<file path="src/rtl/core/qses_pkg.sv">
`timescale 1ns / 1ps
// ----------------------------------------------------------------------------
// qses_pkg
// Shared widths, codes and register defaults of the wheel speed estimator.
// ----------------------------------------------------------------------------
package qses_pkg;

   // channel count and field widths
   localparam int NUM_CH     = 4;
   localparam int CH_W       = 2;
   localparam int STAMP_W    = 16;
   localparam int SPEED_W    = 32;
   localparam int PERIOD_W   = 16;
   localparam int FRAC_W     = 8;
   localparam int DIVIDEND_W = PERIOD_W + FRAC_W;
   localparam int CSR_IDX_W  = 2;

   // request codes
   localparam logic [1:0] REQ_FWD  = 2'd0;
   localparam logic [1:0] REQ_REV  = 2'd1;
   localparam logic [1:0] REQ_TICK = 2'd2;

   // speed method codes
   localparam logic [1:0] METH_FWD   = 2'd0;
   localparam logic [1:0] METH_REV   = 2'd1;
   localparam logic [1:0] METH_COUNT = 2'd2;

   // register indexes
   localparam logic [CSR_IDX_W-1:0] CSR_IDLE_LIMIT = 2'd0;
   localparam logic [CSR_IDX_W-1:0] CSR_THRESHOLD  = 2'd1;
   localparam logic [CSR_IDX_W-1:0] CSR_NUMERATOR  = 2'd2;
   localparam logic [CSR_IDX_W-1:0] CSR_SCALE      = 2'd3;

   // register reset values
   localparam logic [15:0] RST_IDLE_LIMIT = 16'd100;
   localparam logic [15:0] RST_THRESHOLD  = 16'd320;
   localparam logic [15:0] RST_NUMERATOR  = 16'd60000;
   localparam logic [15:0] RST_SCALE      = 16'd48000;

   // sequencer states
   typedef enum logic [3:0] {
      ST_IDLE = 4'b0001,
      ST_EVAL = 4'b0010,
      ST_DIV  = 4'b0100,
      ST_EMIT = 4'b1000
   } state_type;

   // divider status
   typedef struct packed {
      logic busy;
      logic done;
   } div_status_type;

endpackage

</file>
<file path="src/rtl/core/qses_div.sv">
`timescale 1ns / 1ps
// ----------------------------------------------------------------------------
// qses_div
// Restoring unsigned divider, one quotient bit per cycle.
// ----------------------------------------------------------------------------
module qses_div (
   input  logic                               clock,
   input  logic                               reset,
   input  logic                               start,
   input  logic [qses_pkg::DIVIDEND_W-1:0]    dividend,
   input  logic [qses_pkg::PERIOD_W-1:0]      divisor,
   output qses_pkg::div_status_type           status,
   output logic [qses_pkg::DIVIDEND_W-1:0]    quotient
);
   import qses_pkg::*;

   localparam int CNT_W = $clog2(DIVIDEND_W + 1);

   logic [PERIOD_W-1:0]   rem_ff, rem_in;
   logic [DIVIDEND_W-1:0] quot_ff, quot_in;
   logic [PERIOD_W-1:0]   dsr_ff;
   logic [CNT_W-1:0]      cnt_ff;
   logic                  busy_ff, done_ff;
   logic [PERIOD_W:0]     trial, diff;
   logic                  fits;

   // one restoring step
   always_comb begin
      trial   = {rem_ff, quot_ff[DIVIDEND_W-1]};
      diff    = trial - {1'b0, dsr_ff};
      fits    = trial >= {1'b0, dsr_ff};
      rem_in  = fits ? diff[PERIOD_W-1:0] : trial[PERIOD_W-1:0];
      quot_in = {quot_ff[DIVIDEND_W-2:0], fits};
   end

   // iteration control
   always_ff @(posedge clock) begin
      if (reset) begin
         busy_ff <= 1'b0;
         done_ff <= 1'b0;
         cnt_ff  <= '0;
      end else begin
         done_ff <= 1'b0;
         if (start) begin
            busy_ff <= 1'b1;
            cnt_ff  <= CNT_W'(DIVIDEND_W);
         end else if (busy_ff) begin
            cnt_ff <= cnt_ff - 1'b1;
            if (cnt_ff == CNT_W'(1)) begin
               busy_ff <= 1'b0;
               done_ff <= 1'b1;
            end
         end
      end
   end

   // datapath registers
   always_ff @(posedge clock) begin
      if (start) begin
         rem_ff  <= '0;
         quot_ff <= dividend;
         dsr_ff  <= divisor;
      end else if (busy_ff) begin
         rem_ff  <= rem_in;
         quot_ff <= quot_in;
      end
   end

   assign status.busy = busy_ff;
   assign status.done = done_ff;
   assign quotient    = quot_ff;

endmodule

</file>
<file path="src/rtl/core/quad_encoder_speed_estimator_top.sv">
`timescale 1ns / 1ps
// ----------------------------------------------------------------------------
// quad_encoder_speed_estimator_top
// Four-channel wheel speed estimator, period and count methods.
// ----------------------------------------------------------------------------
// Usage:
//  - req channel: an edge item (forward or reverse) with channel and timestamp
//    updates that channel's count and period in the cycle it is taken.
//  - a tick item starts a pass over all channels; one rsp item per channel in
//    channel order, rsp_last set on the final channel.
//  - per channel: an evaluation step, then either a run of the shared 24-step
//    divider (period method) or no division (count method), then a step to
//    load the output register.
//  - the single shared divider and rsp_stall set the tick time.
//  - req_stall is high for the whole tick pass.
//  - rsp_stall holds the output register; the pass waits at the load step.
//  - csr channel: always ready, writes are meant only while the block is idle.
//  - synchronous reset clears all channel state and loads register defaults.
// ----------------------------------------------------------------------------
module quad_encoder_speed_estimator_top (
   input  logic                              clock,
   input  logic                              reset,
   // input items
   input  logic                              req_valid,
   output logic                              req_stall,
   input  logic [1:0]                        req_type,
   input  logic [qses_pkg::CH_W-1:0]         req_channel,
   input  logic [qses_pkg::STAMP_W-1:0]      req_timestamp,
   // result items
   output logic                              rsp_valid,
   input  logic                              rsp_stall,
   output logic [qses_pkg::CH_W-1:0]         rsp_out_channel,
   output logic signed [qses_pkg::SPEED_W-1:0] rsp_speed_q8,
   output logic [1:0]                        rsp_method,
   output logic                              rsp_last,
   // register writes
   input  logic                              csr_valid,
   output logic                              csr_ready,
   input  logic [qses_pkg::CSR_IDX_W-1:0]    csr_index,
   input  logic [15:0]                       csr_wdata
);
   import qses_pkg::*;

   // configuration registers
   logic [15:0] idle_limit_ff, threshold_ff, numerator_ff, scale_ff;

   // channel state
   logic [15:0] edge_count_ff [NUM_CH];
   logic [15:0] count_at_tick_ff [NUM_CH];
   logic [15:0] fwd_stamp_ff [NUM_CH];
   logic [15:0] rev_stamp_ff [NUM_CH];
   logic [15:0] fwd_period_ff [NUM_CH];
   logic [15:0] rev_period_ff [NUM_CH];
   logic [15:0] idle_ticks_ff [NUM_CH];

   // sequencer and result
   state_type           state_ff, state_in;
   logic [CH_W-1:0]     ch_ff;
   logic [1:0]          method_ff;
   logic [SPEED_W-1:0]  speed_ff;

   // output register
   logic                rsp_valid_ff;
   logic [CH_W-1:0]     rsp_channel_ff;
   logic [SPEED_W-1:0]  rsp_speed_ff;
   logic [1:0]          rsp_method_ff;
   logic                rsp_last_ff;

   // divider
   logic                  div_start;
   logic [PERIOD_W-1:0]   div_divisor;
   div_status_type        div_status;
   logic [DIVIDEND_W-1:0] div_quotient;

   logic req_take, edge_go, ch_ok, is_fwd, last_ch, out_free;
   logic [15:0] edge_in, period_in;
   logic [15:0] du, idle_inc, idle_in, fwd_eval, rev_eval;
   logic        clear_periods, use_fwd, use_rev;
   logic signed [32:0] count_prod;

   assign csr_ready = 1'b1;
   assign req_stall = (state_ff != ST_IDLE);
   assign req_take  = req_valid && !req_stall;
   assign ch_ok     = 32'(req_channel) < NUM_CH;
   assign is_fwd    = (req_type == REQ_FWD);
   assign edge_go   = req_take && (req_type == REQ_FWD || req_type == REQ_REV) && ch_ok;
   assign last_ch   = (ch_ff == CH_W'(NUM_CH - 1));
   assign out_free  = !rsp_valid_ff || !rsp_stall;

   // edge update of the addressed channel
   always_comb begin
      if (is_fwd) begin
         edge_in   = edge_count_ff[req_channel] + 16'd1;
         period_in = req_timestamp - fwd_stamp_ff[req_channel];
      end else begin
         edge_in   = edge_count_ff[req_channel] - 16'd1;
         period_in = req_timestamp - rev_stamp_ff[req_channel];
      end
   end

   // tick evaluation of the current channel
   always_comb begin
      du            = edge_count_ff[ch_ff] - count_at_tick_ff[ch_ff];
      idle_inc      = idle_ticks_ff[ch_ff] + 16'd1;
      clear_periods = (du == 16'd0) && (idle_inc == idle_limit_ff);
      idle_in       = (du != 16'd0 || clear_periods) ? 16'd0 : idle_inc;
      fwd_eval      = clear_periods ? 16'd0 : fwd_period_ff[ch_ff];
      rev_eval      = clear_periods ? 16'd0 : rev_period_ff[ch_ff];
      use_fwd       = (fwd_eval != 16'd0) && (fwd_eval >= threshold_ff);
      use_rev       = (rev_eval != 16'd0) && (rev_eval >= threshold_ff);
      count_prod    = $signed({1'b0, scale_ff}) * $signed(du);
      div_divisor   = use_fwd ? fwd_eval : rev_eval;
      div_start     = (state_ff == ST_EVAL) && (use_fwd || use_rev);
   end

   // configuration writes
   always_ff @(posedge clock) begin
      if (reset) begin
         idle_limit_ff <= RST_IDLE_LIMIT;
         threshold_ff  <= RST_THRESHOLD;
         numerator_ff  <= RST_NUMERATOR;
         scale_ff      <= RST_SCALE;
      end else if (csr_valid && csr_ready) begin
         case (csr_index)
            CSR_IDLE_LIMIT: idle_limit_ff <= csr_wdata;
            CSR_THRESHOLD:  threshold_ff  <= csr_wdata;
            CSR_NUMERATOR:  numerator_ff  <= csr_wdata;
            CSR_SCALE:      scale_ff      <= csr_wdata;
            default: ;
         endcase
      end
   end

   // channel state updates
   always_ff @(posedge clock) begin
      if (reset) begin
         for (int i = 0; i < NUM_CH; i++) begin
            edge_count_ff[i]    <= '0;
            count_at_tick_ff[i] <= '0;
            fwd_stamp_ff[i]     <= '0;
            rev_stamp_ff[i]     <= '0;
            fwd_period_ff[i]    <= '0;
            rev_period_ff[i]    <= '0;
            idle_ticks_ff[i]    <= '0;
         end
      end else if (edge_go) begin
         edge_count_ff[req_channel] <= edge_in;
         if (is_fwd) begin
            fwd_period_ff[req_channel] <= period_in;
            fwd_stamp_ff[req_channel]  <= req_timestamp;
         end else begin
            rev_period_ff[req_channel] <= period_in;
            rev_stamp_ff[req_channel]  <= req_timestamp;
         end
      end else if (state_ff == ST_EVAL) begin
         count_at_tick_ff[ch_ff] <= edge_count_ff[ch_ff];
         idle_ticks_ff[ch_ff]    <= idle_in;
         fwd_period_ff[ch_ff]    <= fwd_eval;
         rev_period_ff[ch_ff]    <= rev_eval;
      end
   end

   // sequencer next state
   always_comb begin
      state_in = state_ff;
      case (state_ff)
         ST_IDLE: if (req_take && req_type == REQ_TICK) state_in = ST_EVAL;
         ST_EVAL: state_in = (use_fwd || use_rev) ? ST_DIV : ST_EMIT;
         ST_DIV:  if (div_status.done) state_in = ST_EMIT;
         ST_EMIT: if (out_free) state_in = last_ch ? ST_IDLE : ST_EVAL;
         default: state_in = ST_IDLE;
      endcase
   end

   // sequencer registers
   always_ff @(posedge clock) begin
      if (reset) begin
         state_ff <= ST_IDLE;
         ch_ff    <= '0;
      end else begin
         state_ff <= state_in;
         if (state_ff == ST_IDLE) begin
            ch_ff <= '0;
         end else if (state_ff == ST_EMIT && out_free) begin
            ch_ff <= ch_ff + 1'b1;
         end
      end
   end

   // speed and method of the current channel
   always_ff @(posedge clock) begin
      if (state_ff == ST_EVAL) begin
         if (use_fwd) begin
            method_ff <= METH_FWD;
         end else if (use_rev) begin
            method_ff <= METH_REV;
         end else begin
            method_ff <= METH_COUNT;
            speed_ff  <= count_prod[SPEED_W-1:0];
         end
      end else if (state_ff == ST_DIV && div_status.done) begin
         if (method_ff == METH_FWD) begin
            speed_ff <= SPEED_W'(div_quotient);
         end else begin
            speed_ff <= SPEED_W'(0) - SPEED_W'(div_quotient);
         end
      end
   end

   // output register
   always_ff @(posedge clock) begin
      if (reset) begin
         rsp_valid_ff <= 1'b0;
      end else if (state_ff == ST_EMIT && out_free) begin
         rsp_valid_ff <= 1'b1;
      end else if (!rsp_stall) begin
         rsp_valid_ff <= 1'b0;
      end
   end

   always_ff @(posedge clock) begin
      if (state_ff == ST_EMIT && out_free) begin
         rsp_channel_ff <= ch_ff;
         rsp_speed_ff   <= speed_ff;
         rsp_method_ff  <= method_ff;
         rsp_last_ff    <= last_ch;
      end
   end

   // shared divider
   qses_div u_div (
      .clock    (clock),
      .reset    (reset),
      .start    (div_start),
      .dividend ({numerator_ff, FRAC_W'(0)}),
      .divisor  (div_divisor),
      .status   (div_status),
      .quotient (div_quotient)
   );

   assign rsp_valid       = rsp_valid_ff;
   assign rsp_out_channel = rsp_channel_ff;
   assign rsp_speed_q8    = $signed(rsp_speed_ff);
   assign rsp_method      = rsp_method_ff;
   assign rsp_last        = rsp_last_ff;

   // checks
   a_last_on_final_channel: assert property (@(posedge clock) disable iff (reset)
      rsp_valid && rsp_last |-> rsp_out_channel == CH_W'(NUM_CH - 1))
      else $error("last flag on a channel other than the final one");

   a_fwd_speed_positive: assert property (@(posedge clock) disable iff (reset)
      rsp_valid && rsp_method == METH_FWD |-> !rsp_speed_q8[SPEED_W-1])
      else $error("forward period speed is negative");

   a_div_running: assert property (@(posedge clock) disable iff (reset)
      state_ff == ST_DIV |-> div_status.busy || div_status.done)
      else $error("waiting on a divider that is not running");

   a_tick_starts_pass: assert property (@(posedge clock) disable iff (reset)
      req_valid && !req_stall && req_type == REQ_TICK |=> state_ff == ST_EVAL && ch_ff == '0)
      else $error("tick item did not start a channel pass");

endmodule

</file>
<file path="config.mk">
export PLATFORM = sky130hd
export DESIGN_NAME = quad_encoder_speed_estimator_top
export DESIGN_NICKNAME = d
export VERILOG_FILES = /design/src/rtl/core/qses_pkg.sv /design/src/rtl/core/qses_div.sv /design/src/rtl/core/quad_encoder_speed_estimator_top.sv
export SDC_FILE = /design/constraint.sdc
export NUM_CORES = 2
export LEC_CHECK = 0
export BUFFER_PORTS_ARGS = -buffer_cell sky130_fd_sc_hd__buf_2
export CAP_MARGIN = 20
export CORE_ASPECT_RATIO = 0.5
export CORE_MARGIN = 2
export CORE_UTILIZATION = 40
export CTS_BUF_LIST = sky130_fd_sc_hd__clkbuf_16
export CTS_CLUSTER_DIAMETER = 200
export CTS_CLUSTER_SIZE = 30
export DETAILED_ROUTE_END_ITERATION = 10
export PLACE_DENSITY_LB_ADDON = 0.3
export SLEW_MARGIN = 20
export SYNTH_ARGS = -nofsm -noshare
export SYNTH_HDL_FRONTEND = slang
export SYNTH_SLANG_ARGS = --single-unit
</file>
<file path="constraint.sdc">
create_clock -name clock -period 11.34 [get_ports clock]
set_clock_uncertainty 0.05 [all_clocks]
set_input_delay 1.701 -clock clock [delete_from_list [all_inputs] [get_ports clock]]
set_output_delay 1.701 -clock clock [all_outputs]
set_load 0.02 [all_outputs]
</file>
# Yosys cells after proc, flatten, opt, wreduce, memory -nomap -nowiden
# Memories as Yosys holds them, arrays and structs flattened. A register that Yosys moved wholly into a read port is not among the register bits.
# Cells that the tools add are included.
# word_totals
memories,7
output_inout_bits,40
mem_bits_rw,448
word_cells,188
ff_bits,205
latch_bits,0
rom_bits,0
# classes
n_eq_ne,19
n_reduce_logical,43
shift,0
bitwise_logic,1
div,0
add_sub_neg,10
n_mul,1
magnitude_cmp,3
muxes,83
# mem_list
memory,depth,width,read_ports,rd_clocked_by_memory_dff,wr,line_no,text
count_at_tick_ff,4,16,1,1,4,quad_encoder_speed_estimator_top.sv:49,logic [15:0] count_at_tick_ff [NUM_CH];
edge_count_ff,4,16,2,1,4,quad_encoder_speed_estimator_top.sv:48,logic [15:0] edge_count_ff [NUM_CH];
fwd_period_ff,4,16,1,1,4,quad_encoder_speed_estimator_top.sv:52,logic [15:0] fwd_period_ff [NUM_CH];
fwd_stamp_ff,4,16,1,0,4,quad_encoder_speed_estimator_top.sv:50,logic [15:0] fwd_stamp_ff [NUM_CH];
idle_ticks_ff,4,16,1,1,4,quad_encoder_speed_estimator_top.sv:54,logic [15:0] idle_ticks_ff [NUM_CH];
rev_period_ff,4,16,1,1,4,quad_encoder_speed_estimator_top.sv:53,logic [15:0] rev_period_ff [NUM_CH];
1 more memories,-,-,-,-,-,-,
# op_table
op,count
$mux 16,16
$mux 32,5
$reduce_or 16->1,9
$sub 16x16->16,4
$mux 24,2
$reduce_bool 16->1,3
$mux 2,21
$add 16x1->16 const B,2
$ge 16x16->1,2
$mul 17x16->32,1
$mux 1,32
$sub 1x24->25 const A,1
$ge 17x16->1,1
$eq 16x16->1,1
$logic_not 16->1,1
$mux 4,4
$pmux 4 s4,1
$sub 16x1->16 const B,1
$mux 5,2
$logic_and 1x1->1,9
$eq 2x2->1 const B,4
$ne 2x2->1 const B,4
$reduce_and 2->1,4
$logic_not 2->1,3
other kinds (17),27

# Longest topological paths before layout
# depth
word_depth,10
ltp_mapped,41

# Hierarchy
# From an unflattened synthesis, not the netlist that was laid out.
# unflattened
hier_cells,3711
area_unflattened_um2,41712.5
# modules_own_cells
mod,cells_per_inst,area_each_um2,instances
quad_encoder_speed_estimator_top,3404,38368.0,1
qses_div,307,3344.5,1

# Worst setup path before layout
# Ideal clock, no wire load.
# synth_timing
kind,flip-flop to flip-flop
start,register with a tool-made name
end,"register speed_ff[30], data pin"
synth_period_minus_slack_ns,10.685
path_stages_with_launch,37
t_required_ns,11.023
n_path_buf,8
arrival_ns,10.368
slack_ns,0.655
path_cell_list,dfxtp_1 -> buf_4 -> buf_4 -> buf_4 -> buf_2 -> buf_2 -> buf_2 -> buf_1 -> mux4_2 -> ha_1 -> fa_1 -> nor2b_1 -> o31a_1 -> nor2_1 -> o31ai_1 -> xor2_1 -> clkbuf_1 -> nand2_1 -> fa_1 -> fa_1 -> inv_1 -> fa_1 -> fa_1 -> fa_1 -> inv_1 -> fa_1 -> inv_1 -> ha_1 -> a21o_1 -> or2_2 -> a311o_1 -> a221o_1 -> a31o_2 -> a211o_1 -> a21oi_1 -> xor2_1 -> o21ai_0
# synth_rtl
element,line_no,text
end signal: assignment,quad_encoder_speed_estimator_top.sv:199,speed_ff <= count_prod[SPEED_W-1:0];
end signal: assignment,quad_encoder_speed_estimator_top.sv:203,speed_ff <= SPEED_W'(div_quotient);
end signal: assignment,quad_encoder_speed_estimator_top.sv:205,speed_ff <= SPEED_W'(0) - SPEED_W'(div_quotient);
end: declaration,quad_encoder_speed_estimator_top.sv:60,logic [SPEED_W-1:0] speed_ff;

==> flow_summary.toml <==
[outcome]
status = "complete, no violations"

[setup_path]
cpMaxStageDelayCell = "dfxtp_4"
crit_type = "reg2reg"
critPathMaxStageDelay_ps = 850
crit_fanout = 37
worstSetupEndpointType = "flip-flop"
cp.required_ps = 11680
worstPathArrival_ps = 10170
cp-start-kind = "flip-flop"
crit_top_cell = "fa_1"

[sta]
rsz0062_at_grt = "false"
maxSlewViolCount = 0
relSlewSlack = 0.273
worst_pin_slew_ps = 1090
clock.fmax_mhz = 102
timing.final.ws_setup_ps = 1510
period_share = 0.867
fin_crit_ps = 9830
holdWs_ps = 368
setup-violations-final = 0
setup_tns_ps = 0
hold_viol_final = 0

[floorplanning]
fp.dieH_um = 233
dieArea_um2 = 108000
die_x_um = 463
start_util = 0.402
core-area_um2 = 105000
row_count = 84
io_pins = 83

[logic_synthesis]
synth.top_cells.by_count = "edfxtp_1 (551), nand2_1 (412), inv_1 (385)"
synth_cell_types = 86
synthFlopType = "edfxtp_1"
synth.avg_cell_area_um2 = 11.0
synth_top_cell_area_share = 0.393
synth_seq_cells = 655
synth-edff-count = 551
synth_area_leaders = "edfxtp_1 (39%), fa_1 (9.4%), mux4_2 (6.9%)"
synthArstFlopShare = 0
synthesis.instances = 3811
yosysWarnings = 0
yosysMostFrequentCell = "edfxtp_1"
syn-num-nets = 4267
synth_area_um2 = 42100
ys_seq_area_frac = 0.443
synth.largest_area_cell = "edfxtp_1"

[cells_and_area]
drive_gt1_frac = 0.0989
nFillCells = 9881
insertedDiodeCount = 0
fin_nets = 4237
utilization = 0.427
fin_area_um2 = 44700
area_delta_synth_final_pct = 6.24

[global_routing]
grt_max_degree = 84
busiest_layer = "met2"
grt_util_met1 = 0.286
grt_use_met2 = 0.338
grt_overflow = 0
grt_pass1_wl_um = 171000
antenna_found_initial = 3
use_met3 = 0.0230
grt.total_usage = 0.201
grt_pass1_vias = 28596

[run]
maxCapViolations = 0

[cts]
cts_sinks = 655
clock_latency_ps = 640
clk_pin_slew_ps = 130
cts_made_buffers = 25
h-tree-depth = 1
cts.path.max_buffers = 3
hold_buffers = 0
cts_root_buf = "clkbuf_16"
cts_setup_buffers = 0
cts_resized = 0
cts_tree = "built"

[route]
dr.pass1.iters = 6
drt-initial-drc-count = 2622
routed_wl_um = 110000
vias = 28498
viasPerCell = 5.46
ant_nets = 0
wl_per_cell_um = 21.0
drc = 0

[placement]
place_ws_ps = 1480
placed_area_um2 = 44000
dpl.hpwl_um = 77000
port_buffers = 81
place_congestion = 0.863

[min_path]
hp-class = "reg2reg"

[power_and_ir_drop]
total_leakage_power_uw = 0.0179
ir_drop_mv = 0.656
power.density_nw_per_um2 = 314
[cells by family (layout without fill, tap and decap cells)]
kind of cell	after synthesis	after routing	synth area share
buf+inv	577	566	0.0532
flops	655	655	0.443
xor+xnor	125	125	0.0267
fa+ha+maj	413	413	0.158
simple gates	1403	1403	0.163
compound gates	440	440	0.0717
mux	197	197	0.0849
other cells	1	1	0.0000891
[report_power, final]
group / internal, µW / total (µW) / switching [µW]
clock: 412 / 1170 / 760
combinational: 4070 / 9950 / 5880
sequential: 2820 / 2930 / 112
[layout by cell type, fill, tap and decap left out, types with 12 or more instances in the layout]
cell	count
nand2_1	411
nand4_1	12
a2bb2oi_2	20
a211oi_1	25
a21oi_1	140
nand3b_1	23
a21o_1	26
xnor2_1	72
buf_4	54
edfxtp_1	551
and2_1	185
nand2b_1	38
nor3_1	81
xor2_1	51
o22ai_1	12
nor2b_1	97
clkbuf_16	25
mux4_2	128
mux2i_1	68
inv_1	404
and3_1	47
or3_1	17
or2_2	24
buf_2	79
o21a_1	21
ha_1	215
nor4_1	19
nand3_1	38
o21ai_0	70
nor2_1	359
fa_1	198
dfxtp_1	101
[path summary, 6_finish.rpt]
path | start | to | slack (ps) | depth (start not counted)
max reg2reg | flip-flop | speed_ff[24]$_DFFE_PP_ | 1510 | 31
min reg2reg | speed_ff[18]$_DFFE_PP_ | rsp_speed_q8[18]$_DFFE_PP_ | 370 | 0
max | flip-flop | speed_ff[24]$_DFFE_PP_ | 1510 | 31
min | speed_ff[18]$_DFFE_PP_ | rsp_speed_q8[18]$_DFFE_PP_ | 370 | 0
[per-layer routing]
layer  part of all wire  wire length, µm
met4              0.013             1420
met2               0.47            51700
met3              0.058             6410
met1               0.46            50100
met5                  0                0
[area by class of cell]
class / count / area (µm²) / share of cell area
clock buffers: 25 / 626 / 0.0140
inverters: 386 / 1450 / 0.0324
repair buffers: 134 / 821 / 0.0184
clock inverters: 21 / 86.3 / 0.00193
well taps: 1419 / 1780 / 0.0397
flip-flops and latches: 655 / 18600 / 0.417
multi-input cells: 2579 / 21300 / 0.477
[critical path: cells and delay by family, from the launching register on]
kind,cells,cell delay (ps)
adders and majority gates,9,3710
AOI/OAI and AO/OA,10,2530
and+or+nand+nor,4,1270
DFF,1,850
muxes,1,590
buffers and inverters,6,430
xor gates and xnor gates,1,150
[sequential cells by signal, summed over array words and instances (netlist names), 2 cells and up, named ones only]
signal,count
fwd_period_ff,64
ch_ff,2
state_ff,4
rev_period_ff,64
edge_count_ff,64
speed_ff,32
rsp_method,2
numerator_ff,16
u_div.dsr_ff,16
scale_ff,16
u_div.cnt_ff,5
threshold_ff,16
rev_stamp_ff,64
count_at_tick_ff,64
rsp_out_channel,2
idle_limit_ff,16
idle_ticks_ff,64
u_div.quotient,24
fwd_stamp_ff,64
rsp_speed_q8,32
method_ff,2
u_div.rem_ff,16
[per-stage QoR]
step           power [µW]  cells
3_3_place_gp        12700   5173
4_1_cts             14100   5219
3_5_place_dp        12900   5173
5_1_grt             15400   5219
6_report            14000   5219
2_1_floorplan       10300   3811
No activity file was read; power rests on OpenSTA's default activity.
